==> config.mk <==
export PLATFORM = sky130hd
export DESIGN_NAME = bmpd_out_stage_flat
export DESIGN_NICKNAME = d
export VERILOG_FILES = /design/src/hdl/bmp_palette_stream_decoder_core_assert.svh /design/src/hdl/bmpd_pkg.sv /design/src/hdl/bmpd_stream_if.sv /design/src/hdl/bmpd_out_stage.sv /design/src/flat_wrapper.sv
export SDC_FILE = /design/constraint.sdc
export NUM_CORES = 1
export LEC_CHECK = 0
export BUFFER_PORTS_ARGS = -buffer_cell sky130_fd_sc_hd__buf_2
export CELL_PAD_IN_SITES_DETAIL_PLACEMENT = 0
export CELL_PAD_IN_SITES_GLOBAL_PLACEMENT = 1
export CORE_ASPECT_RATIO = 0.5
export CORE_MARGIN = 2
export CORE_UTILIZATION = 42
export CTS_CLUSTER_SIZE = 10
export DETAILED_ROUTE_END_ITERATION = 10
export PLACE_DENSITY_LB_ADDON = 0.05
export SLEW_MARGIN = 20
export SYNTH_ARGS = -nofsm -noshare
export SYNTH_HDL_FRONTEND = slang
export SYNTH_SLANG_ARGS = --single-unit
==> constraint.sdc <==
create_clock -name clk_i -period 4.04 [get_ports clk_i]
set_clock_uncertainty 0.2 [all_clocks]
set_input_delay 0.808 -clock clk_i [delete_from_list [all_inputs] [get_ports clk_i]]
set_output_delay 0.808 -clock clk_i [all_outputs]
set_load 0.02 [all_outputs]
==> src/hdl/bmp_palette_stream_decoder_core_assert.svh <==
// Assertion macros for the BMP palette stream decoder.
`ifndef BMP_PALETTE_STREAM_DECODER_CORE_ASSERT_SVH
`define BMP_PALETTE_STREAM_DECODER_CORE_ASSERT_SVH
`ifndef SYNTHESIS
`define BMPD_ASSERT(lbl, clk, rst_n, prop, msg) \
  lbl: assert property (@(posedge clk) disable iff (!rst_n) prop) else $error(msg);
`define BMPD_ASSERT_NEVER(lbl, clk, rst_n, cond, msg) \
  lbl: assert property (@(posedge clk) disable iff (!rst_n) !(cond)) else $error(msg);
`else
`define BMPD_ASSERT(lbl, clk, rst_n, prop, msg)
`define BMPD_ASSERT_NEVER(lbl, clk, rst_n, cond, msg)
`endif
`endif

==> src/hdl/bmpd_pkg.sv <==
// Types and constants shared by the BMP palette stream decoder.
package bmpd_pkg;

  localparam int unsigned MAX_WIDTH     = 1024;
  localparam int unsigned MAX_HEIGHT    = 1024;
  localparam int unsigned PALETTE_DEPTH = 256;

  localparam int unsigned BYTE_W    = 8;
  localparam int unsigned RGB_W     = 24;
  localparam int unsigned PIX_IDX_W = 20;
  localparam int unsigned STATUS_W  = 3;
  localparam int unsigned DIM_W_W   = $clog2(MAX_WIDTH + 1);
  localparam int unsigned DIM_H_W   = $clog2(MAX_HEIGHT + 1);
  localparam int unsigned PROD_W    = DIM_W_W + DIM_H_W;
  localparam int unsigned PAL_CNT_W = $clog2(PALETTE_DEPTH + 1);
  localparam int unsigned PAL_AW    = $clog2(PALETTE_DEPTH);

  localparam logic [BYTE_W-1:0] SIG_B        = 8'h42;
  localparam logic [BYTE_W-1:0] SIG_M        = 8'h4D;
  localparam logic [BYTE_W-1:0] ALPHA_OPAQUE = 8'hFF;
  localparam logic [31:0]       INFO_HDR_SIZE = 32'd40;

  localparam logic [31:0] POS_SIG0      = 32'd0;
  localparam logic [31:0] POS_SIG1      = 32'd1;
  localparam logic [31:0] POS_OFFSET    = 32'd13;
  localparam logic [31:0] POS_HDR_SIZE  = 32'd17;
  localparam logic [31:0] POS_WIDTH     = 32'd21;
  localparam logic [31:0] POS_HEIGHT    = 32'd25;
  localparam logic [31:0] POS_BITCOUNT  = 32'd29;
  localparam logic [31:0] POS_CLR_USED  = 32'd49;
  localparam logic [31:0] POS_HDR_LAST  = 32'd53;
  localparam logic [31:0] HEADER_END    = 32'd54;

  localparam logic [STATUS_W-1:0] ST_PIXEL     = 3'd0;
  localparam logic [STATUS_W-1:0] ST_SIGNATURE = 3'd1;
  localparam logic [STATUS_W-1:0] ST_HEADER    = 3'd2;
  localparam logic [STATUS_W-1:0] ST_TOO_LARGE = 3'd3;
  localparam logic [STATUS_W-1:0] ST_BAD_INDEX = 3'd4;

  typedef enum logic [2:0] {
    PH_HEADER,
    PH_PALETTE,
    PH_PIXEL,
    PH_PAD,
    PH_IDLE
  } phase_e;

  typedef struct packed {
    logic                 valid;
    logic [PIX_IDX_W-1:0] pixel_index;
    logic                 last_pixel;
    logic [STATUS_W-1:0]  status;
    logic                 use_ram;
  } issue_t;

endpackage

==> src/hdl/bmpd_stream_if.sv <==


interface bmpd_out_if import bmpd_pkg::*; ();
  logic                 valid;
  logic                 ready;
  logic [PIX_IDX_W-1:0] pixel_index;
  logic [BYTE_W-1:0]    red;
  logic [BYTE_W-1:0]    green;
  logic [BYTE_W-1:0]    blue;
  logic [BYTE_W-1:0]    alpha;
  logic                 last_pixel;
  logic [STATUS_W-1:0]  status;

  modport source (
    output valid, output pixel_index, output red, output green, output blue,
    output alpha, output last_pixel, output status, input ready
  );
  modport sink (
    input valid, input pixel_index, input red, input green, input blue,
    input alpha, input last_pixel, input status, output ready
  );
endinterface

==> src/hdl/bmpd_out_stage.sv <==
// Read-data stage and output register with stall handling.
module bmpd_out_stage import bmpd_pkg::*; (
  input  logic             clk_i,
  input  logic             rst_ni,
  input  issue_t           issue_i,
  output logic             issue_ready_o,
  input  logic [RGB_W-1:0] ram_rdata_i,
  bmpd_out_if.source       out_o
);

  issue_t               s1_q;
  logic                 out_valid_q;
  logic [PIX_IDX_W-1:0] idx_q;
  logic [RGB_W-1:0]     rgb_q;
  logic [BYTE_W-1:0]    alpha_q;
  logic                 last_q;
  logic [STATUS_W-1:0]  status_q;
  logic                 out_free;

  assign out_free      = !out_valid_q || out_o.ready;
  assign issue_ready_o = !s1_q.valid || out_free;

  always_ff @(posedge clk_i or negedge rst_ni) begin
    if (!rst_ni) begin
      s1_q        <= '0;
      out_valid_q <= 1'b0;
    end else begin
      if (issue_ready_o) s1_q <= issue_i;
      if (out_free) out_valid_q <= s1_q.valid;
    end
  end

  always_ff @(posedge clk_i) begin
    if (out_free && s1_q.valid) begin
      idx_q    <= s1_q.pixel_index;
      rgb_q    <= s1_q.use_ram ? ram_rdata_i : '0;
      alpha_q  <= s1_q.use_ram ? ALPHA_OPAQUE : '0;
      last_q   <= s1_q.last_pixel;
      status_q <= s1_q.status;
    end
  end

  assign out_o.valid       = out_valid_q;
  assign out_o.pixel_index = idx_q;
  assign out_o.red         = rgb_q[23:16];
  assign out_o.green       = rgb_q[15:8];
  assign out_o.blue        = rgb_q[7:0];
  assign out_o.alpha       = alpha_q;
  assign out_o.last_pixel  = last_q;
  assign out_o.status      = status_q;

endmodule

==> src/flat_wrapper.sv <==
// flat-port wrapper written by rule: the top's interface ports become plain ports
module bmpd_out_stage_flat import bmpd_pkg::*;
  (clk_i, rst_ni, issue_i, issue_ready_o, ram_rdata_i, out_o_valid, out_o_pixel_index, out_o_red, out_o_green, out_o_blue, out_o_alpha, out_o_last_pixel, out_o_status, out_o_ready);
  bmpd_out_if out_o_i ();
  input  logic clk_i;
  input  logic rst_ni;
  input  issue_t issue_i;
  output logic issue_ready_o;
  input  logic [RGB_W-1:0] ram_rdata_i;
  output wire logic [$bits(out_o_i.valid)-1:0] out_o_valid;
  output wire logic [$bits(out_o_i.pixel_index)-1:0] out_o_pixel_index;
  output wire logic [$bits(out_o_i.red)-1:0] out_o_red;
  output wire logic [$bits(out_o_i.green)-1:0] out_o_green;
  output wire logic [$bits(out_o_i.blue)-1:0] out_o_blue;
  output wire logic [$bits(out_o_i.alpha)-1:0] out_o_alpha;
  output wire logic [$bits(out_o_i.last_pixel)-1:0] out_o_last_pixel;
  output wire logic [$bits(out_o_i.status)-1:0] out_o_status;
  input wire logic [$bits(out_o_i.ready)-1:0] out_o_ready;
  assign out_o_valid = out_o_i.valid;
  assign out_o_pixel_index = out_o_i.pixel_index;
  assign out_o_red = out_o_i.red;
  assign out_o_green = out_o_i.green;
  assign out_o_blue = out_o_i.blue;
  assign out_o_alpha = out_o_i.alpha;
  assign out_o_last_pixel = out_o_i.last_pixel;
  assign out_o_status = out_o_i.status;
  assign out_o_i.ready = out_o_ready;
  bmpd_out_stage u_core (.clk_i(clk_i), .rst_ni(rst_ni), .issue_i(issue_i), .issue_ready_o(issue_ready_o), .ram_rdata_i(ram_rdata_i), .out_o(out_o_i));
endmodule
==> results.yml, run 1 <==
status:
  outcome: "finished clean"
placed_design:
  gp_congestion: 0.7391
  portBuffers: 110
clock_tree:
  cts_tree: "built"
  path_clk_slew_ns: 0.06
  hold_buffers: 0
  cts_sinks: 76
  cts_resized: 0
  clockRootBuffer: "clkbuf_16"
  cts_buffers: 9
  cts_max_path_buffers: 2
  clock_latency_ns: 0.32
  cts_htree_levels: 3
  post-cts-setup-buffer-count: 0
yosys:
  ys_ff_latch: 76
  synth_cell_types: 11
  synth_area_sq_um: 2790
  syn_inst: 142
  synth_warnings: 0
  avgSynthCellArea_sq_um: 19.65
  syn_nets: 195
  yosysSeqAreaShare_pct: 76.95
power_and_ir_drop:
  power_density_nw_per_um2: 526.8
  power.total_uw: 1913
  leakage_uw: 0.001636
  vdd_drop_max_uv: 204.3
layout:
  layout_commonest_cell: "buf_2"
  area_growth_pct: 30.13
  drive_gt1_share_pct: 59.14
  final_cell_mix: "buf_2, edfxtp_1, dfrtp_1, and2_1, mux2_4"
  final_nets: 305
  fin_util_pct: 58.27
  diodes: 0
  fillCellCount: 488
setup_path:
  worst-setup-path-type: "input pin to primary output"
  crit_fanout: 2
  cp.required_ns: 3.03
  cp.arrival_ns: 1.31
  cp-start-kind: "input pin"
  end_kind: "primary output"
routing:
  firstDrtPassIters: 4
  vias: 1508
  final_antenna_net_count: 0
  first_iter_violations: 80
  wl_per_cell_um: 14.58
  drc: 0
  postRouteWirelength_um: 5031
  routed_via_density: 4.371
floorplan:
  core_sq_um: 6231
  row_count: 20
  start_util_pct: 44.78
  io_pins: 111
  die-width_um: 119.3
  dieHeight_um: 61.64
  dieArea_sq_um: 7351
global_route:
  grt_pass1_vias: 1495
  grt_first_pass_wirelength_um: 7555
  grt_usage_pct: 14.45
  grt_overflow: 0
  grt_max_degree: 50
  antenna_found_initial: 0
timing:
  tightestPinTransition_ns: 0.6384
  hold_viol: 0
  rsz0062_at_grt: "false"
  min_period_ns: 2.320
  fmax_mhz: 431.0
  setup_violations: 0
  fin_crit_sh_pct: 57.43
  tns_ns: 0
  finalMaxSlewViolations: 0
  relSlewSlack_pct: 57.44
run:
  drv_cap: 0
worst_hold_path:
  hold_path_class: "flop to flop"
==> cell usage after synthesis, drive strengths merged <==
cell	n	share of area [%]
edfxtp	49	53
buf	10	3.7
nand2b	3	0.67
clkbuf	2	0.27
dfrtp	27	24
and2	25	5.6
nand3b	1	0.27
mux2	25	13
==> logic make-up (layout without fill, tap and decap cells) <==
group         after synthesis  in the layout  share of synthesized area, %
buf+inv                    12            127                         3.991
mux                        25             25                         12.51
flops                      76             76                         76.95
simple gates               29             29                         6.547
==> metrics by stage <==
stage          instance area, sq um  setup slack (ns)  hold slack, ns  cells
3_5_place_dp                   3348             1.503          0.2341    329
5_1_grt                        3631             1.691          0.2594    345
4_1_cts                        3630             1.707          0.2488    345
6_report                       3631             1.720          0.2464    345
3_3_place_gp                   3348             1.512          0.2279    329
2_1_floorplan                  2790             1.335          0.2211    142
==> sequential cells by signal (all words and copies together), names as in the netlist <==
register	flops
u_core.out_o.alpha	1
u_core.out_o.last_pixel	1
u_core.out_o.pixel_index	20
u_core.out_o.status	3
u_core.out_o.valid	1
u_core.rgb_q	24
u_core.s1_q	26
==> layer usage <==
layer	track usage [%]	wire [um]
met2	22.00	2265
met1	18.72	2278
met3	5.741	401
met4	6.633	85
met5	0	0
==> cell type report <==
class / instances / area, sq um / area share (%)
multi-input combinational: 54 / 534.3 / 14.71
timing repair buffer: 111 / 558.0 / 15.37
clock inverter: 4 / 25.02 / 0.6892
sequential: 76 / 2147 / 59.13
clock buffer: 12 / 256.5 / 7.064
tap: 88 / 110.1 / 3.032
==> critical path: stages <==
cell and delay [ns]:
buf_2 0.10, nand3b_1 0.21, buf_2 0.20
==> power by group <==
group          total (uW)  internal (uW)  leakage (uW)  switching, uW
clock                 733            447      0.000135            286
combinational         230           97.5      0.000711            132
sequential            950            918      0.000790           31.9
total                1910           1460       0.00164            450
==> worst paths after layout <==
| path | from | slack [ns] | endpoint | cells after the start |
|---|---|---|---|---|
| worst max-delay path | out_o_ready | 1.72 | issue_ready_o | 3 |
| worst min-delay path | u_core.s1_q[15] | 0.25 | u_core.out_o.pixel_index[10] | 0 |
| worst max register to register | u_core.out_o.valid | 2.35 | u_core.s1_q[0] | 3 |
| worst min register to register | u_core.s1_q[15] | 0.25 | u_core.out_o.pixel_index[10] | 0 |
| max in group asynchronous | rst_ni | 2.95 | u_core.s1_q[9] | 1 |
| min in group asynchronous | rst_ni | 0.29 | u_core.s1_q[20] | 1 |
(Power assumes the default switching activity.)
==> run 2, diff against run 1 <==
Settings changed: CORE_UTILIZATION 42 to 39.
Clock period 4.04 ns to 2.2 ns, I/O delays scaled along.
==> run 2 against run 1 <==
Combinational power up 87%. Largest power group unchanged. Via count up 0.33%. Power up 83%. Highest routed layer unchanged.
==> results.yml, run 2 (synthesis results as in run 1) <==
global_route:
  grt_pass1_vias: 1532
  grt_overflow: 0
  grt_first_pass_wirelength_um: 7803
  grt_usage_pct: 13.84
  grt_max_degree: 31
  antenna_found_initial: 0
floorplan:
  dieArea_sq_um: 7888
  dieHeight_um: 63.81
  core_sq_um: 6805
  die-width_um: 123.6
  start_util_pct: 41.00
  row_count: 21
  io_pins: 111
clock_tree:
  cts_htree_levels: 3
  cts_tree: "built"
  clock_latency_ns: 0.32
  cts_max_path_buffers: 2
  clockRootBuffer: "clkbuf_16"
  path_clk_slew_ns: 0.05
  post-cts-setup-buffer-count: 0
  cts_sinks: 76
  cts_buffers: 9
power_and_ir_drop:
  vdd_drop_max_uv: 454.5
  sw_frac_of_total_pct: 22.93
  clkPwrFrac_pct: 37.8
  switchingPower_uw: 801.0
  power_density_nw_per_um2: 952.9
  comb_power_share_pct: 12.3
  seqPwrFrac_pct: 49.9
  p_int_uw: 2692
  leakage_uw: 0.001657
layout:
  largest_register_ffs: 26
  top_register: "u_core.s1_q"
  layout_commonest_cell: "buf_2"
  stdcell_area_sq_um: 3666
  diodes: 0
  final_cell_mix: "buf_2, edfxtp_1, dfrtp_1, and2_1, mux2_4"
  final_nets: 310
  drive_gt1_share_pct: 58.40
  area_growth_pct: 31.39
  stdcell_count: 354
setup_path:
  cp.arrival_ns: 1.24
  worst-setup-path-type: "flop to primary output"
  cp.required_ns: 1.56
  crit_fanout: 7
  cp-start-kind: "flop"
  reg2regPathDepth: 3
  end_kind: "primary output"
timing:
  fin_crit_sh_pct: 85.27
  whs_ns: 0.1108
  setup_violations: 0
  rsz0062_at_grt: "false"
  fmax_mhz: 533.1
  tns_ns: 0
  fin_ws_ns: 0.3240
  relSlewSlack_pct: 58.78
  hold_viol: 0
  finalMaxSlewViolations: 0
  min_period_ns: 1.876
  tightestPinTransition_ns: 0.6184
routing:
  postRouteWirelength_um: 4907
  wl_per_cell_um: 13.86
  vias: 1513
  final_antenna_net_count: 0
  drc: 0
  first_iter_violations: 64
  firstDrtPassIters: 4
  routed_via_density: 4.274
placed_design:
  placedCellCount: 337
  post-dp-hpwl_um: 3458
  gp_congestion: 0.7350
  place_area_sq_um: 3383
  place_ws_ns: 0.3393
  portBuffers: 110
worst_hold_path:
  hold_path_class: "input pin to flop"
  min_path_cells: 2
status:
  outcome: "finished clean"
run:
  drv_cap: 0
-- run 2: power groups by stage --
stage / sequential, uW / combinational [uW] / clock [uW]
3_5_place_dp: 1770 / 437 / 0
2_1_floorplan: 1860 / 188 / 0
3_3_place_gp: 1770 / 433 / 0
5_1_grt: 1760 / 466 / 1440
6_report: 1740 / 430 / 1320
4_1_cts: 1750 / 439 / 1360
-- run 2: what timing repair did --
item / in CTS / in global routing
hold buffers: 1 / 0
endpoints found under the hold margin: 27 / 0
resized for setup: 0 / 0
-- run 2: worst max-delay path, cell delays in order (launching register included) --
cell and delay [ns]:
dfrtp_1 0.39, nand3b_1 0.28, buf_2 0.24
-- run 2: through the flow --
| stage | util, % | total power, uW |
|---|---|---|
| 6_report | 53.87 | 3493 |
| 5_1_grt | 53.87 | 3666 |
| 3_5_place_dp | 49.71 | 2208 |
| 4_1_cts | 53.87 | 3546 |
| 2_1_floorplan | - | 2052 |
| 3_3_place_gp | 49.71 | 2200 |
-- run 2: path summary, 6_finish.rpt --
| kind | start | endpoint | slack, ns |
|---|---|---|---|
| setup reg to reg | u_core.out_o.valid | u_core.s1_q[7] | 0.54 |
| min in group asynchronous | rst_ni | u_core.s1_q[25] | 0.47 |
| hold reg to reg | u_core.s1_q[24] | u_core.out_o.pixel_index[19] | 0.25 |
| max in group asynchronous | rst_ni | u_core.s1_q[6] | 0.92 |
| setup / recovery | u_core.out_o.valid | issue_ready_o | 0.32 |
| hold / removal | issue_i[25] | u_core.s1_q[25] | 0.11 |
-- run 2: cell type report --
cell class | instances | area (sq um)
Sequential cell | 76 | 2147
Timing Repair Buffer | 116 | 598.1
Clock buffer | 14 | 264.0
Multi-Input combinational cell | 54 | 533.0
Tap cell | 92 | 115.1
Fill cell | 607 | 3139
Clock inverter | 2 | 8.758
-- run 2: layer usage --
metal  global-route usage (%)  wire length, um  vias up  share of wire [%]
met1                    18.22             2260      705                 46
met4                    5.966               70        0                1.4
li1                         -                -      732                  -
met5                        0                0        -                  0
met2                    19.16             2077       69                 42
met3                    7.054              499        7                 10
