[src/hdl/bmp_palette_stream_decoder_core_assert.svh]
// Assertion macros for the BMP palette stream decoder.
`ifndef BMP_PALETTE_STREAM_DECODER_CORE_ASSERT_SVH
`define BMP_PALETTE_STREAM_DECODER_CORE_ASSERT_SVH
`ifndef SYNTHESIS
`define BMPD_ASSERT(lbl, clk, rst_n, prop, msg) \
  lbl: assert property (@(posedge clk) disable iff (!rst_n) prop) else $error(msg);
`define BMPD_ASSERT_NEVER(lbl, clk, rst_n, cond, msg) \
  lbl: assert property (@(posedge clk) disable iff (!rst_n) !(cond)) else $error(msg);
`else
`define BMPD_ASSERT(lbl, clk, rst_n, prop, msg)
`define BMPD_ASSERT_NEVER(lbl, clk, rst_n, cond, msg)
`endif
`endif

[src/hdl/bmpd_pkg.sv]
// Types and constants shared by the BMP palette stream decoder.
package bmpd_pkg;

  localparam int unsigned MAX_WIDTH     = 1024;
  localparam int unsigned MAX_HEIGHT    = 1024;
  localparam int unsigned PALETTE_DEPTH = 256;

  localparam int unsigned BYTE_W    = 8;
  localparam int unsigned RGB_W     = 24;
  localparam int unsigned PIX_IDX_W = 20;
  localparam int unsigned STATUS_W  = 3;
  localparam int unsigned DIM_W_W   = $clog2(MAX_WIDTH + 1);
  localparam int unsigned DIM_H_W   = $clog2(MAX_HEIGHT + 1);
  localparam int unsigned PROD_W    = DIM_W_W + DIM_H_W;
  localparam int unsigned PAL_CNT_W = $clog2(PALETTE_DEPTH + 1);
  localparam int unsigned PAL_AW    = $clog2(PALETTE_DEPTH);

  localparam logic [BYTE_W-1:0] SIG_B        = 8'h42;
  localparam logic [BYTE_W-1:0] SIG_M        = 8'h4D;
  localparam logic [BYTE_W-1:0] ALPHA_OPAQUE = 8'hFF;
  localparam logic [31:0]       INFO_HDR_SIZE = 32'd40;

  localparam logic [31:0] POS_SIG0      = 32'd0;
  localparam logic [31:0] POS_SIG1      = 32'd1;
  localparam logic [31:0] POS_OFFSET    = 32'd13;
  localparam logic [31:0] POS_HDR_SIZE  = 32'd17;
  localparam logic [31:0] POS_WIDTH     = 32'd21;
  localparam logic [31:0] POS_HEIGHT    = 32'd25;
  localparam logic [31:0] POS_BITCOUNT  = 32'd29;
  localparam logic [31:0] POS_CLR_USED  = 32'd49;
  localparam logic [31:0] POS_HDR_LAST  = 32'd53;
  localparam logic [31:0] HEADER_END    = 32'd54;

  localparam logic [STATUS_W-1:0] ST_PIXEL     = 3'd0;
  localparam logic [STATUS_W-1:0] ST_SIGNATURE = 3'd1;
  localparam logic [STATUS_W-1:0] ST_HEADER    = 3'd2;
  localparam logic [STATUS_W-1:0] ST_TOO_LARGE = 3'd3;
  localparam logic [STATUS_W-1:0] ST_BAD_INDEX = 3'd4;

  typedef enum logic [2:0] {
    PH_HEADER,
    PH_PALETTE,
    PH_PIXEL,
    PH_PAD,
    PH_IDLE
  } phase_e;

  typedef struct packed {
    logic                 valid;
    logic [PIX_IDX_W-1:0] pixel_index;
    logic                 last_pixel;
    logic [STATUS_W-1:0]  status;
    logic                 use_ram;
  } issue_t;

endpackage

[src/hdl/bmpd_stream_if.sv]
// Byte input and pixel output stream interfaces.
interface bmpd_in_if import bmpd_pkg::*; ();
  logic              valid;
  logic              ready;
  logic [BYTE_W-1:0] file_byte;
  logic              start_of_file;

  modport source (output valid, output file_byte, output start_of_file, input ready);
  modport sink   (input valid, input file_byte, input start_of_file, output ready);
endinterface


[src/hdl/bmpd_parser.sv]
// File parser: header fields, palette loading and pixel position tracking.
module bmpd_parser import bmpd_pkg::*; (
  input  logic               clk_i,
  input  logic               rst_ni,
  bmpd_in_if.sink            in_i,
  input  logic               issue_ready_i,
  output issue_t             issue_o,
  output logic               ram_we_o,
  output logic [PAL_AW-1:0]  ram_waddr_o,
  output logic [RGB_W-1:0]   ram_wdata_o,
  output logic               ram_re_o,
  output logic [PAL_AW-1:0]  ram_raddr_o
);

  phase_e               phase_q, phase_d, phase_cur;
  logic [31:0]          pos_q, pos_d, pos_cur;
  logic [31:0]          fs_q, fs_d, fs_new;
  logic [31:0]          offset_q, offset_d;
  logic [DIM_W_W-1:0]   width_q, width_d;
  logic [DIM_H_W-1:0]   height_q, height_d;
  logic [15:0]          cbits_q, cbits_d;
  logic [PAL_CNT_W-1:0] entries_q, entries_d;
  logic [DIM_W_W-1:0]   col_q, col_d;
  logic [DIM_H_W-1:0]   row_q, row_d;
  logic [1:0]           pad_q, pad_d;
  logic [PIX_IDX_W-1:0] row_base_q, row_base_d;
  logic [15:0]          lane_q, lane_d;

  logic                 accept;
  logic [BYTE_W-1:0]    b;
  logic                 sig_fail, size_fail, dim_fail, hdr_fail;
  logic [STATUS_W-1:0]  hdr_status;
  logic [31:0]          loaded, cnt_raw;
  logic [PAL_CNT_W-1:0] entries_fin, pal_sat;
  logic [PROD_W-1:0]    base_prod;
  logic [31:0]          rel;
  logic                 in_pal;
  logic                 in_range, col_wrap, row_last, last;
  logic [1:0]           pad_new;
  logic [PIX_IDX_W-1:0] raster;
  issue_t               issue_d;

  assign accept     = in_i.valid && issue_ready_i;
  assign in_i.ready = issue_ready_i;
  assign b          = in_i.file_byte;
  assign phase_cur  = in_i.start_of_file ? PH_HEADER : phase_q;
  assign pos_cur    = in_i.start_of_file ? 32'd0 : pos_q;
  assign fs_new     = {b, fs_q[31:8]};

  assign sig_fail  = ((pos_cur == POS_SIG0) && (b != SIG_B)) ||
                     ((pos_cur == POS_SIG1) && (b != SIG_M));
  assign size_fail = (pos_cur == POS_HDR_SIZE) && (fs_new != INFO_HDR_SIZE);
  assign dim_fail  = ((pos_cur == POS_WIDTH) && (fs_new > 32'(MAX_WIDTH))) ||
                     ((pos_cur == POS_HEIGHT) && (fs_new > 32'(MAX_HEIGHT)));
  assign hdr_fail  = sig_fail || size_fail || dim_fail;
  assign hdr_status = sig_fail ? ST_SIGNATURE : (size_fail ? ST_HEADER : ST_TOO_LARGE);

  assign cnt_raw = ((fs_new == 32'd0) && (cbits_q <= 16'd8)) ?
                   (32'd1 << cbits_q[3:0]) : fs_new;
  assign pal_sat = (cnt_raw > 32'(PALETTE_DEPTH)) ?
                   PAL_CNT_W'(PALETTE_DEPTH) : PAL_CNT_W'(cnt_raw);

  assign loaded      = (offset_q > HEADER_END) ? ((offset_q - HEADER_END) >> 2) : 32'd0;
  assign entries_fin = (32'(entries_q) > loaded) ? PAL_CNT_W'(loaded) : entries_q;
  assign base_prod   = PROD_W'(height_q - 1'b1) * PROD_W'(width_q);

  assign rel    = pos_cur - HEADER_END;
  assign in_pal = {2'b00, rel[31:2]} < 32'(entries_q);

  assign in_range = 16'(b) < 16'(entries_q);
  assign col_wrap = (col_q + 1'b1) >= width_q;
  assign row_last = (row_q + 1'b1) >= height_q;
  assign last     = ((row_q + 1'b1) == height_q) && ((col_q + 1'b1) == width_q);
  assign pad_new  = 2'd0 - width_q[1:0];
  assign raster   = row_base_q + PIX_IDX_W'(col_q);

  always_comb begin : next_phase
    phase_d = phase_q;
    if (accept) begin
      phase_d = phase_cur;
      case (phase_cur)
        PH_HEADER: begin
          if (hdr_fail) begin
            phase_d = PH_IDLE;
          end else if (pos_cur == POS_HDR_LAST) begin
            if ((width_q == '0) || (height_q == '0)) begin
              phase_d = PH_IDLE;
            end else if (offset_q <= HEADER_END) begin
              phase_d = PH_PIXEL;
            end else begin
              phase_d = PH_PALETTE;
            end
          end
        end
        PH_PALETTE: begin
          if ((pos_cur + 32'd1) >= offset_q) phase_d = PH_PIXEL;
        end
        PH_PIXEL: begin
          if (col_wrap) begin
            if (row_last) begin
              phase_d = PH_IDLE;
            end else if (pad_new != 2'd0) begin
              phase_d = PH_PAD;
            end
          end
        end
        PH_PAD: begin
          if (pad_q == 2'd1) phase_d = PH_PIXEL;
        end
        default: phase_d = phase_cur;
      endcase
    end
  end

  always_comb begin : datapath
    pos_d      = pos_q;
    fs_d       = fs_q;
    offset_d   = offset_q;
    width_d    = width_q;
    height_d   = height_q;
    cbits_d    = cbits_q;
    entries_d  = entries_q;
    col_d      = col_q;
    row_d      = row_q;
    pad_d      = pad_q;
    row_base_d = row_base_q;
    lane_d     = lane_q;
    issue_d    = '0;
    ram_we_o   = 1'b0;
    ram_re_o   = 1'b0;
    if (accept) begin
      pos_d = pos_cur;
      case (phase_cur)
        PH_HEADER: begin
          pos_d = pos_cur + 32'd1;
          fs_d  = fs_new;
          if (pos_cur == POS_OFFSET)   offset_d = fs_new;
          if (pos_cur == POS_WIDTH)    width_d  = DIM_W_W'(fs_new);
          if (pos_cur == POS_HEIGHT)   height_d = DIM_H_W'(fs_new);
          if (pos_cur == POS_BITCOUNT) cbits_d  = fs_new[31:16];
          if (pos_cur == POS_CLR_USED) entries_d = pal_sat;
          if (pos_cur == POS_HDR_LAST) begin
            entries_d  = entries_fin;
            col_d      = '0;
            row_d      = '0;
            row_base_d = PIX_IDX_W'(base_prod);
          end
          if (hdr_fail) begin
            issue_d.valid  = 1'b1;
            issue_d.status = hdr_status;
          end
        end
        PH_PALETTE: begin
          pos_d = pos_cur + 32'd1;
          if (in_pal) begin
            case (rel[1:0])
              2'd0:    lane_d[7:0]  = b;
              2'd1:    lane_d[15:8] = b;
              2'd2:    ram_we_o     = 1'b1;
              default: lane_d       = lane_q;
            endcase
          end
        end
        PH_PIXEL: begin
          issue_d.valid       = 1'b1;
          issue_d.pixel_index = raster;
          issue_d.last_pixel  = last;
          issue_d.status      = in_range ? ST_PIXEL : ST_BAD_INDEX;
          issue_d.use_ram     = in_range;
          ram_re_o            = in_range;
          if (col_wrap) begin
            col_d = '0;
            if (!row_last) begin
              row_d      = row_q + 1'b1;
              pad_d      = pad_new;
              row_base_d = row_base_q - PIX_IDX_W'(width_q);
            end
          end else begin
            col_d = col_q + 1'b1;
          end
        end
        PH_PAD: pad_d = pad_q - 2'd1;
        default: pos_d = pos_cur;
      endcase
    end
  end

  assign issue_o     = issue_d;
  assign ram_waddr_o = rel[PAL_AW+1:2];
  assign ram_wdata_o = {b, lane_q[15:8], lane_q[7:0]};
  assign ram_raddr_o = b[PAL_AW-1:0];

  always_ff @(posedge clk_i or negedge rst_ni) begin
    if (!rst_ni) begin
      phase_q    <= PH_HEADER;
      pos_q      <= '0;
      fs_q       <= '0;
      offset_q   <= '0;
      width_q    <= '0;
      height_q   <= '0;
      cbits_q    <= '0;
      entries_q  <= '0;
      col_q      <= '0;
      row_q      <= '0;
      pad_q      <= '0;
      row_base_q <= '0;
    end else begin
      phase_q    <= phase_d;
      pos_q      <= pos_d;
      fs_q       <= fs_d;
      offset_q   <= offset_d;
      width_q    <= width_d;
      height_q   <= height_d;
      cbits_q    <= cbits_d;
      entries_q  <= entries_d;
      col_q      <= col_d;
      row_q      <= row_d;
      pad_q      <= pad_d;
      row_base_q <= row_base_d;
    end
  end

  always_ff @(posedge clk_i) begin
    lane_q <= lane_d;
  end

endmodule

[src/flat_wrapper.sv]
// flat-port wrapper written by rule: the top's interface ports become plain ports
module bmpd_parser_flat import bmpd_pkg::*;
  (clk_i, rst_ni, issue_ready_i, issue_o, ram_we_o, ram_waddr_o, ram_wdata_o, ram_re_o, ram_raddr_o, in_i_valid, in_i_file_byte, in_i_start_of_file, in_i_ready);
  bmpd_in_if in_i_i ();
  input  logic clk_i;
  input  logic rst_ni;
  input  logic issue_ready_i;
  output issue_t issue_o;
  output logic ram_we_o;
  output logic [PAL_AW-1:0] ram_waddr_o;
  output logic [RGB_W-1:0] ram_wdata_o;
  output logic ram_re_o;
  output logic [PAL_AW-1:0] ram_raddr_o;
  input wire logic [$bits(in_i_i.valid)-1:0] in_i_valid;
  input wire logic [$bits(in_i_i.file_byte)-1:0] in_i_file_byte;
  input wire logic [$bits(in_i_i.start_of_file)-1:0] in_i_start_of_file;
  output wire logic [$bits(in_i_i.ready)-1:0] in_i_ready;
  assign in_i_i.valid = in_i_valid;
  assign in_i_i.file_byte = in_i_file_byte;
  assign in_i_i.start_of_file = in_i_start_of_file;
  assign in_i_ready = in_i_i.ready;
  bmpd_parser u_core (.clk_i(clk_i), .rst_ni(rst_ni), .in_i(in_i_i), .issue_ready_i(issue_ready_i), .issue_o(issue_o), .ram_we_o(ram_we_o), .ram_waddr_o(ram_waddr_o), .ram_wdata_o(ram_wdata_o), .ram_re_o(ram_re_o), .ram_raddr_o(ram_raddr_o));
endmodule
[config.mk]
export PLATFORM = sky130hd
export DESIGN_NAME = bmpd_parser_flat
export DESIGN_NICKNAME = d
export VERILOG_FILES = /design/src/hdl/bmp_palette_stream_decoder_core_assert.svh /design/src/hdl/bmpd_pkg.sv /design/src/hdl/bmpd_stream_if.sv /design/src/hdl/bmpd_parser.sv /design/src/flat_wrapper.sv
export SDC_FILE = /design/constraint.sdc
export NUM_CORES = 1
export LEC_CHECK = 0
export BUFFER_PORTS_ARGS = -buffer_cell sky130_fd_sc_hd__buf_4
export CORE_AREA = 5 5 222 224
export DETAILED_ROUTE_END_ITERATION = 10
export DIE_AREA = 0 0 227 229
export PLACE_DENSITY = 0.55
export SLEW_MARGIN = 20
export SYNTH_ARGS = -nofsm -noshare
export SYNTH_HDL_FRONTEND = slang
export SYNTH_SLANG_ARGS = --single-unit
[constraint.sdc]
create_clock -name clk_i -period 10.57 [get_ports clk_i]
set_input_delay 3.171 -clock clk_i [delete_from_list [all_inputs] [get_ports clk_i]]
set_output_delay 3.171 -clock clk_i [all_outputs]
set_load 0.005 [all_outputs]
==> results of run 1 <==
## sequential cells by signal (all words and copies together) (netlist names), 3 cells and up
| register | count |
|---|---|
| u_core.cbits_q | 16 |
| u_core.col_q | 11 |
| u_core.entries_q | 9 |
| u_core.fs_q | 24 |
| u_core.height_q | 11 |
| u_core.lane_q | 16 |
| u_core.offset_q | 32 |
| u_core.phase_q | 3 |
| u_core.pos_q | 32 |
| u_core.row_base_q | 20 |
| u_core.row_q | 11 |
| u_core.width_q | 11 |
## layer usage
metal / vias to the layer above / global-route usage / share of wire / wire (µm)
li1: 7381 / - / - / -
met1: 7457 / 0.268 / 0.44 / 23500
met2: 350 / 0.353 / 0.49 / 25900
met3: 67 / 0.0293 / 0.045 / 2370
met4: 0 / 0.0557 / 0.023 / 1210
met5: - / 0 / 0 / 0
## layout make-up
class,count,area [µm²]
timing repair buffer,99,749
tap,615,769
clock buffer,18,429
inverter,233,875
fill,4671,26900
clock inverter,14,184
multi-input combinational,1609,12200
sequential,198,5030
## path summary, 6_finish.rpt
path,startpoint,endpoint,slack (ns),depth (start not counted)
worst max-delay path,in_i_start_of_file,ram_we_o,0.66,14
max in group asynchronous,rst_ni,u_core.cbits_q[5],5.83,3
worst max register to register,u_core.height_q[2],u_core.row_base_q[19],3.20,21
worst min-delay path,u_core.row_base_q[19],u_core.row_base_q[19],0.51,2
worst min register to register,u_core.row_base_q[19],u_core.row_base_q[19],0.51,2
min in group asynchronous,rst_ni,u_core.row_base_q[12],2.69,1
## logic make-up (layout without fill, tap and decap cells)
logic type,Yosys count,after routing,share of synthesized area
simple gates,757,757,0.196
compound gates,389,389,0.133
buf+inv,348,364,0.0764
fa+ha+maj,259,259,0.218
flops,198,198,0.270
xor+xnor,117,117,0.0549
mux,87,87,0.0520
## power groups by stage
stage	combinational, mW	sequential, mW	clock [mW]
2_1_floorplan	0.293	0.897	0
3_3_place_gp	0.385	0.967	0
3_5_place_dp	0.395	0.968	0
4_1_cts	0.397	0.953	0.721
5_1_grt	0.443	0.965	0.740
6_report	0.396	0.953	0.702
## through the flow
step	utilization	instances	worst slack, ns
after floorplan	-	2155	1.13
after global placement	0.417	2754	0.788
after detailed placement	0.417	2754	0.751
after CTS	0.430	2786	0.751
after global routing	0.430	2786	0.376
final	0.430	2786	0.658
## placed cells by master, fill, tap and decap left out, types with 9 or more instances in the layout
cell type  netlist  final
nand2_1        254    254
inv_1          232    232
dfrtp_1        182    182
nor2_1         171    169
ha_1           149    149
o21ai_0        121    121
fa_1           110    110
buf_4           18     98
mux2_2          79     79
xnor2_1         76     75
a21oi_1         71     71
nand3_1         55     55
nor3_1          50     50
xor2_1          41     41
and2_1          35     35
nor4_1          36     34
and3_1          31     31
nand4_1         24     24
a21o_1          24     24
nor2b_1         23     23
o31ai_1         23     23
nand2b_1        18     18
o21ai_1         18     17
clkbuf_16        0     17
a31oi_1         16     16
edfxtp_1        16     16
a211oi_1        15     15
or4_1           13     13
o21a_1          13     13
or3_1            9      9
## critical path: stages
cell	delay, ns
buf_4	0.33
inv_1	0.11
nand2_1	0.13
inv_1	0.09
ha_1	0.27
o211ai_1	0.35
nand3_1	0.24
o21ai_0	0.20
or4b_2	0.60
a221oi_1	0.32
nand4_1	0.14
a211oi_1	0.42
and2_1	0.23
buf_4	0.12
==> reports/results.ini, run 1 <==
[place]
dpl_cell_area_mm2 = 0.0197
dp_hpwl_um = 40900
finalWeightedCongestion = 0.881
portBuffers = 81

[sta]
fin_worst_skew_ns = 0.0228
setup_tns_ns = 0
slew_violations = 0
rsz0062_at_grt = false
clock.fmax_mhz = 101
tightest_slew_ns = 1.16
finalCritPeriodShare = 0.938
whs_ns = 0.508
final_hold_viol_count = 0
slew_headroom = 0.222
setup_viol = 0
fin_crit_ns = 9.91

[pwr]
clkPwrFrac = 0.342
peakVddDrop_v = 0.000109
power_frac_comb = 0.193
swShare = 0.340
cellLeakagePower_nw = 9.53
powerDensity_mw_per_mm2 = 101
p_int_mw = 1.35
p_seq_frac = 0.465
p_sw_mw = 0.697
p_total_mw = 2.05

[die]
start_util = 0.396
placementRows = 80
die_y_um = 229
dieWidth_um = 227
io_pins = 82
dieArea_mm2 = 0.0520
core_mm2 = 0.0471

[grt]
grt_pass1_vias = 15400
antenna_found_initial = 0
grtUsageTotal = 0.204
grt_pass1_wl_um = 85100
grt_start_max_net_pins = 72
grt.overflow.total = 0

[clocking]
clock_path_buffers = 2
clk_pin_slew_ns = 0.09
post-cts-setup-buffers = 0
cts-root-buf = clkbuf_16
cts_buffers = 17
hold_buffers = 0
htreeDepth = 4
clk-insertion-delay-late_ns = 0.47
cts.repair.resized = 0
cts_tree = built
cts.sinks = 198

[final_layout]
drive_gt1_frac = 0.109
finalNetCount = 2430
antenna-diode-count = 0
area_growth_syn_to_layout_pct = 8.72
design_area_mm2 = 0.0203

[job]
drv_cap = 0

[logic_synthesis]
synth_top_area_cell = dfrtp_1
synth.most_common_cell = nand2_1
syn-cell-area_mm2 = 0.0187
synth_common_cells = nand2_1 (254), inv_1 (232), dfrtp_1 (182)
synth.avg_cell_area_um2 = 8.66
ys_ff_latch = 198
synth_edf_count = 16
async_reset_ff_frac = 0.919
synth_nets = 2427
synthFlopType = dfrtp_1
synth_cells = 2155
synthTopCellsByArea = dfrtp_1 (24%), fa_1 (12%), ha_1 (10%), nand2_1 (5.1%), mux2_2 (4.8%)
synth_top_area_frac = 0.244
seq_area_frac_synth = 0.270
ys_types = 78
yosys_warnings = 0

[outcome]
status = finished, final reports clean

[worst_hold_path]
hold_path.class = register to register

[critical_path]
critPathKind = input pin to output pin
crit_path_start_kind = input pin
crit_required_ns = 7.40
crit_fanout = 37
crit_path_end_kind = output pin
cp.arrival_ns = 6.74

[route]
ant_nets = 0
first_iter_violations = 929
wire_per_inst_um = 19.0
totalWireLength_um = 52900
drc = 0
vias_per_cell = 5.48
vias = 15300
firstDrtPassIters = 6

Power figures use the tool's default switching activity.
==> inputs of run 2 (changes only) <==
--- a/config.mk
+++ b/config.mk
@@ -6,10 +6,12 @@
 export NUM_CORES = 1
 export LEC_CHECK = 0
 export BUFFER_PORTS_ARGS = -buffer_cell sky130_fd_sc_hd__buf_4
-export CORE_AREA = 5 5 222 224
+export CELL_PAD_IN_SITES_DETAIL_PLACEMENT = 1
+export CELL_PAD_IN_SITES_GLOBAL_PLACEMENT = 1
+export CORE_AREA = 2 2 219 221
 export DETAILED_ROUTE_END_ITERATION = 10
-export DIE_AREA = 0 0 227 229
-export PLACE_DENSITY = 0.55
+export DIE_AREA = 0 0 221 223
+export PLACE_DENSITY = 0.68
 export SLEW_MARGIN = 20
 export SYNTH_ARGS = -nofsm -noshare
 export SYNTH_HDL_FRONTEND = slang
==> run 2 against run 1 <==
Effect of this change: worst setup slack better by 0.19 ns; non-clock buffer count is 2 higher; sequential share of layout area is 0.067 points lower; sequential power is 0.6% higher; design area grew 0.27%; clock power grew 4.3%; clock skew decreased by 0.0067 ns; critical endpoint unchanged; die area decreased by 5.2%; global-route usage grew 3.6 points.
==> reports/results.ini, run 2 (synthesis gave the netlist of run 1 again) <==
[critical_path]
critPathKind = input pin to output pin
reg2regPathDepth = 21
crit_required_ns = 7.40
crit_path_start_kind = input pin
crit_path_end_kind = output pin
rrSetupSlack_ns = 3.11
cp.arrival_ns = 6.56
crit_fanout = 16

[route]
vias = 15600
drc = 0
wl_met2_um = 29500
met3_length_um = 1750
firstDrtPassIters = 5
dr.max_layer_used = met4
vias_per_cell = 5.59
wire_per_inst_um = 20.9
totalWireLength_um = 58300
ant_nets = 0
met1Wirelength_um = 25500
first_iter_violations = 653

[grt]
grt_pass1_wl_um = 93400
grt_start_max_net_pins = 108
grtUsageTotal = 0.240
grt_pass1_vias = 16600
grt.overflow.total = 0
antenna_found_initial = 0

[final_layout]
area_growth_syn_to_layout_pct = 9.01
stdcell_count = 2788
final_common_cell = nand2_1
reg_top3 = u_core.offset_q x32, u_core.pos_q x32, u_core.fs_q x24
antenna-diode-count = 0
mostFrequentLayoutCells = nand2_1 (254), inv_1 (232), dfrtp_1 (182)
finalNetCount = 2432
drive_gt1_frac = 0.110

[sta]
fin_crit_ns = 9.73
slew_headroom = 0.287
fin_worst_skew_ns = 0.0161
clock.fmax_mhz = 103
final_hold_viol_count = 0
whs_ns = 0.513
setup_viol = 0
rsz0062_at_grt = false
finalCritPeriodShare = 0.920
tightest_slew_ns = 1.06
setup_tns_ns = 0
slew_violations = 0

[die]
io_pins = 82
die_y_um = 223
dieWidth_um = 221
placementRows = 80
dieArea_mm2 = 0.0493
core_mm2 = 0.0471
start_util = 0.396

[clocking]
cts_buffers = 17
hold_buffers = 0
post-cts-setup-buffers = 0
htreeDepth = 4
clock_path_buffers = 2
clk_pin_slew_ns = 0.08
cts.repair.resized = 0
clk-insertion-delay-late_ns = 0.48
cts_tree = built
cts.sinks = 198
cts-root-buf = clkbuf_16

[pwr]
peakVddDrop_v = 0.000115
cellLeakagePower_nw = 9.55
powerDensity_mw_per_mm2 = 103

[job]
drv_cap = 0

[place]
dp.cells = 2755
portBuffers = 81
finalWeightedCongestion = 0.865
dp_hpwl_um = 45200

[worst_hold_path]
hold_path.class = register to register
holdPathStages = 1

[outcome]
status = finished, final reports clean

==> run 2: per-stage QoR <==
| step | power (mW) | cell area [µm²] | setup slack (ns) | util |
|---|---|---|---|---|
| floorplan | 1.19 | 18700 | 1.13 | - |
| global placement | 1.36 | 19700 | 0.948 | 0.417 |
| detailed placement | 1.38 | 19700 | 0.870 | 0.417 |
| CTS | 2.12 | 20300 | 0.840 | 0.431 |
| global route | 2.20 | 20300 | 0.588 | 0.431 |
| finish | 2.10 | 20300 | 0.844 | 0.431 |
==> run 2: cell type report <==
| cell class | count | area (µm²) |
|---|---|---|
| Fill cell | 5584 | 26800 |
| Clock inverter | 15 | 214 |
| Timing Repair Buffer | 101 | 785 |
| Multi-Input combinational cell | 1609 | 12200 |
| Tap cell | 615 | 769 |
| Clock buffer | 17 | 425 |
| Inverter | 233 | 875 |
| Sequential cell | 198 | 5030 |
==> run 2: power breakdown <==
group / switching [mW] / internal, mW / leakage, nW / total [mW]
clock network: 0.382 / 0.351 / 0.306 / 0.732
logic: 0.244 / 0.167 / 6.80 / 0.411
registers: 0.132 / 0.828 / 2.44 / 0.959
==> run 2: routing by layer <==
layer,track usage,up-vias
met1,0.297,7934
li1,-,7362
met5,0,-
met3,0.0350,59
met4,0.0723,0
met2,0.431,220
==> run 2: critical path: stages <==
cell and delay (ns):
buf_4 0.19, inv_1 0.08, nand2_1 0.12, inv_1 0.09, ha_1 0.27, o211ai_1 0.36, nand3_1 0.23, o21ai_0 0.21
or4b_2 0.59, a221oi_1 0.33, nand4_1 0.15, a211oi_1 0.40, and2_1 0.23, buf_4 0.12
==> run 2: worst paths after layout <==
| check | startpoint | endpoint |
|---|---|---|
| min in group asynchronous | rst_ni | u_core.width_q[5] |
| hold / removal | u_core.cbits_q[8] | u_core.cbits_q[8] |
| setup / recovery | in_i_start_of_file | ram_we_o |
| hold reg to reg | u_core.cbits_q[8] | u_core.cbits_q[8] |
| max in group asynchronous | rst_ni | u_core.pos_q[29] |
| setup reg to reg | u_core.height_q[2] | u_core.row_base_q[19] |
